<file path="src/rtl/whb_pkg.sv">
// Shared types and constants of the weighted histogram binner.
// No dependencies; every other file of the block imports it.
package whb_pkg;

    localparam int POS_W   = 32;  // position and range edges
    localparam int WT_W    = 32;  // sample weight
    localparam int SUM_W   = 48;  // saturating bin sum
    localparam int CNT_W   = 32;  // accepted-event counter
    localparam int CHAN_W  = 9;   // channel count register
    localparam int IDX_W   = 8;   // bin index on the ports
    localparam int QUOT_W  = 9;   // bin quotient, always below the channel count
    localparam int PROD_W  = CHAN_W + POS_W;  // channels * offset
    localparam int CFG_IDX_W = 2;
    localparam int CFG_W   = 32;

    localparam logic [CFG_IDX_W-1:0] CFG_RANGE_LOW  = 2'd0;
    localparam logic [CFG_IDX_W-1:0] CFG_RANGE_HIGH = 2'd1;
    localparam logic [CFG_IDX_W-1:0] CFG_CHAN_COUNT = 2'd2;

    localparam logic CMD_ACCUM = 1'b0;
    localparam logic CMD_READ  = 1'b1;

    localparam logic signed [SUM_W-1:0] SUM_MAX = {1'b0, {(SUM_W-1){1'b1}}};
    localparam logic signed [SUM_W-1:0] SUM_MIN = {1'b1, {(SUM_W-1){1'b0}}};
    localparam logic [CNT_W-1:0] CNT_MAX = {CNT_W{1'b1}};

    typedef enum logic [3:0] {
        ST_CLEAR,
        ST_IDLE,
        ST_PREP,
        ST_MUL,
        ST_DSTART,
        ST_DIV,
        ST_RDREQ,
        ST_UPDATE,
        ST_FINISH
    } t_state;

endpackage

</file>
<file path="src/rtl/whb_divider.sv">
// Restoring divider, one quotient bit per cycle, for the bin number.
// Depends on whb_pkg; the quotient must be known to fit in QUOT_W bits.
module whb_divider (
    input  logic                        i_clk,
    input  logic                        i_rst_n,
    input  logic                        i_start,
    input  logic [whb_pkg::PROD_W-1:0]  i_num,
    input  logic [whb_pkg::POS_W-1:0]   i_den,
    output logic                        o_done,
    output logic [whb_pkg::QUOT_W-1:0]  o_quot
);
    import whb_pkg::*;

    localparam int STEP_W = $clog2(QUOT_W);

    logic [POS_W-1:0]  r_rem,  n_rem;
    logic [QUOT_W-1:0] r_lo,   n_lo;
    logic [QUOT_W-1:0] r_quot, n_quot;
    logic [STEP_W-1:0] r_step, n_step;
    logic              r_busy, n_busy;
    logic              r_done, n_done;
    logic [POS_W:0]    w_trial;
    logic [POS_W:0]    w_diff;
    logic              w_fit;

    assign w_trial = {r_rem, r_lo[QUOT_W-1]};
    assign w_diff  = w_trial - {1'b0, i_den};
    assign w_fit   = (w_trial >= {1'b0, i_den});

    always_comb begin
        n_rem  = r_rem;
        n_lo   = r_lo;
        n_quot = r_quot;
        n_step = r_step;
        n_busy = r_busy;
        n_done = 1'b0;
        if (i_start) begin
            // top bits are already below the divisor
            n_rem  = i_num[PROD_W-1:QUOT_W];
            n_lo   = i_num[QUOT_W-1:0];
            n_step = '0;
            n_busy = 1'b1;
        end else if (r_busy) begin
            n_rem  = w_fit ? w_diff[POS_W-1:0] : w_trial[POS_W-1:0];
            n_lo   = {r_lo[QUOT_W-2:0], 1'b0};
            n_quot = {r_quot[QUOT_W-2:0], w_fit};
            n_step = r_step + 1'b1;
            if (r_step == STEP_W'(QUOT_W - 1)) begin
                n_busy = 1'b0;
                n_done = 1'b1;
            end
        end
    end

    always_ff @(posedge i_clk) begin
        if (!i_rst_n) begin
            r_busy <= 1'b0;
            r_done <= 1'b0;
            r_step <= '0;
        end else begin
            r_busy <= n_busy;
            r_done <= n_done;
            r_step <= n_step;
        end
    end

    always_ff @(posedge i_clk) begin
        r_rem  <= n_rem;
        r_lo   <= n_lo;
        r_quot <= n_quot;
    end

    assign o_done = r_done;
    assign o_quot = r_quot;

endmodule

</file>
<file path="config.mk">
export PLATFORM = sky130hd
export DESIGN_NAME = whb_divider
export DESIGN_NICKNAME = d
export VERILOG_FILES = /design/src/rtl/whb_pkg.sv /design/src/rtl/whb_divider.sv
export SDC_FILE = /design/constraint.sdc
export NUM_CORES = 1
export LEC_CHECK = 0
export ABC_CLOCK_PERIOD_IN_PS = 2600
export BUFFER_PORTS_ARGS = -buffer_cell sky130_fd_sc_hd__buf_4
export CAP_MARGIN = 15
export CORE_ASPECT_RATIO = 1.75
export CORE_MARGIN = 2
export CORE_UTILIZATION = 51
export DETAILED_ROUTE_END_ITERATION = 8
export GPL_TIMING_DRIVEN = 1
export HOLD_SLACK_MARGIN = 0.12
export PLACE_DENSITY = 0.77
export REMOVE_ABC_BUFFERS = 1
export SLEW_MARGIN = 10
export SYNTH_ARGS = -nofsm -noshare
export SYNTH_HDL_FRONTEND = slang
export SYNTH_SLANG_ARGS = --single-unit
</file>
<file path="constraint.sdc">
create_clock -name i_clk -period 2.6 [get_ports i_clk]
set_input_delay 0.39 -clock i_clk [delete_from_list [all_inputs] [get_ports i_clk]]
set_output_delay 0.39 -clock i_clk [all_outputs]
set_load 0.02 [all_outputs]
</file>
==> metrics.csv <==
metric,value,unit
post-route-min-period,3.24,ns
synth_top_family_by_area,compound AO/OA/AOI/OAI gates,
cp.arrival,3.30,ns
slew_headroom,0.520,
clkLatencyLatePin,0.31,ns
yosys-top-cells-count,"nand2_1, edfxtp_1, inv_1",
r2r-end,r_rem[24],
die_h,129,um
maxCapViolCount,0,
setup-violations-final,33,
synth_area,4550,um2
hp-class,in2reg,
chipWidth,75.4,um
nets,815,
worstPathMaxFanout,4,
finalClockSkew,0.0172,ns
crit_path_start_kind,register,
crit_type,reg2reg,
wirelength,19600,um
ys_ff_latch,56,
cts_max_path_buffers,2,
hold-worst-slack,0.317,ns
core_area,8670,um2
post-route-period-util,1.25,
fmax,0.309,GHz
ys_seq_area_frac,0.357,
cp_data_required_time,2.66,ns
initial_core_util,0.525,
ys_types,67,
cts_buffers,5,
placed_cell_area,6010,um2
area_growth,60.8,%
netlist.area_leader.share,0.330,
antenna_found_initial,0,
synthCells,495,
firstDrtPassIters,5,
vias,5314,
grt_max_degree,37,
peakVddDrop,616,uV
overflow,0,
synth-xor-area-share,0.0481,
synth-adder-area-share,0.0979,
wl_per_cell,23.8,um
synthTopCellsByArea,"edfxtp_1, ha_1, nand2_1",
synth.most_common_cell,nand2_1,
clkSlewWorstSetupHoldPaths,0.09,ns
place_inst,781,
slew_violations,0,
synth_compound_area_frac,0.213,
vias_per_cell,6.46,
synthSimpleGateAreaFrac,0.191,
synthMuxAreaShare,0.0311,
diodes,0,
track_usage,0.322,
ys_warn_count,0,
fin_ws,-0.640,ns
first_iter_violations,608,
portBuffers,85,
io_pins,86,
synth_edf_count,50,
end_kind,register,
worstReg2RegStart,r_rem[2],
cts_tree,built,
hold_path.startpoint,i_rst_n,
num_rows,45,
worst_pin_slew,0.718,ns
holdPathStages,2,
rr_worst_depth,11,
h-tree-depth,2,
drcViolationCount,0,
rrSetupSlack,-0.64,ns
final_util,0.843,
stdcell_area,7310,um2
root_buffer,clkbuf_16,
hpwl,9720,um
numClockSinks,56,
die_area,9720,um2
hold_violations,0,
violations,negative setup slack,
p_leak,3.17,nW
avgSynthCellArea,9.19,um2
drt.antenna.violating_nets,0,
hold-path-endpoint,r_busy,
p_per_area,825,nW/um2
power,6.03,mW
tns,-16.05,ns
synth_top_cell_by_area,edfxtp_1,
drive_above_1_share,0.523,
grt_pass1_vias,5206,
dp_slack,-0.395,ns
status,finished with violations,
ys_async_sr_fraction,0,
finalNonFillerCells,822,
grt_first_pass_wirelength,23800,um
synth-main-ff-cell,edfxtp_1,
rsz0062_at_grt,yes,
gp_congestion,0.948,
==> state kept, by name, summed over array words and instances, names as in the netlist <==
signal  cells
r_busy      1
o_quot      9
r_rem      32
r_lo        9
o_done      1
r_step      4
==> layer usage <==
layer  vias to the layer above  share of wire  track usage  wire, um
met2                       404           0.50        0.581      9800
met4                         0          0.093        0.232      1820
met3                       172          0.085       0.0540      1670
met5                         -              0            0         0
met1                      2511           0.32        0.312      6290
li1                       2227              -            -         -
==> placed cells by master, fill, tap and decap left out, types with 7 or more instances in the layout <==
cell / count
nor2_1: 37
nand2_1: 27
buf_4: 200
ha_4: 17
a21oi_2: 10
ha_1: 16
buf_6: 13
mux2_2: 8
nor3_1: 9
and3_4: 7
xnor2_1: 14
nand2_4: 8
o21a_1: 9
a21oi_1: 18
xor2_1: 11
a21o_1: 16
nand2_2: 22
o21ai_0: 9
edfxtp_1: 50
nand3_1: 10
a31oi_1: 13
a31oi_4: 7
inv_1: 39
==> power by group <==
group	internal [mW]	leakage (nW)	switching [mW]
registers	1.19	0.542	0.139
logic	1.88	2.55	2.02
clock network	0.446	0.0852	0.355
total	3.52	3.17	2.51
==> cell families (layout without fill, tap and decap cells) <==
logic type / after synthesis / after routing
AND/OR/NAND/NOR: 169 / 169
XOR/XNOR: 25 / 25
adder cells (fa/ha/maj): 35 / 35
AO/OA/AOI/OAI: 137 / 137
multiplexers: 13 / 13
flip-flops: 56 / 56
buffers and inverters: 60 / 270
==> worst max-delay path: stages, from the launching register on <==
cell and delay (ns):
edfxtp_1 0.48, ha_1 0.36, buf_4 0.15, nand3_1 0.35, a31oi_4 0.46, o21ai_4 0.11, a211oi_4 0.29, buf_4 0.17
buf_6 0.11, o211a_1 0.23, o311a_1 0.22, a211oi_2 0.06
==> how the worst max path moves through the flow <==
stage                     end       from
CTS                 r_rem[27]  r_rem[10]
global route        r_rem[24]   r_rem[2]
global placement    r_rem[22]   i_den[0]
floorplan            r_rem[2]  i_den[20]
detailed placement  r_rem[28]   i_den[0]
finish              r_rem[24]   r_rem[2]
==> final cells by class <==
class,instances,area (um2)
clock inverters,1,8.76
inverters,41,159
clock buffers,7,164
well taps,117,146
flip-flops and latches,56,1620
multi-input cells,379,3410
repair buffers,221,1810
fillers,452,1360
==> what timing repair did <==
item,4_1_cts,5_1_grt
pin swaps,38,43
setup endpoints to repair,32,33
setup buffers,18,14
resized for setup,78,89
endpoints found under the hold margin,0,0
gates cloned,3,0
hold buffers,0,0
(Power assumes the default switching activity.)
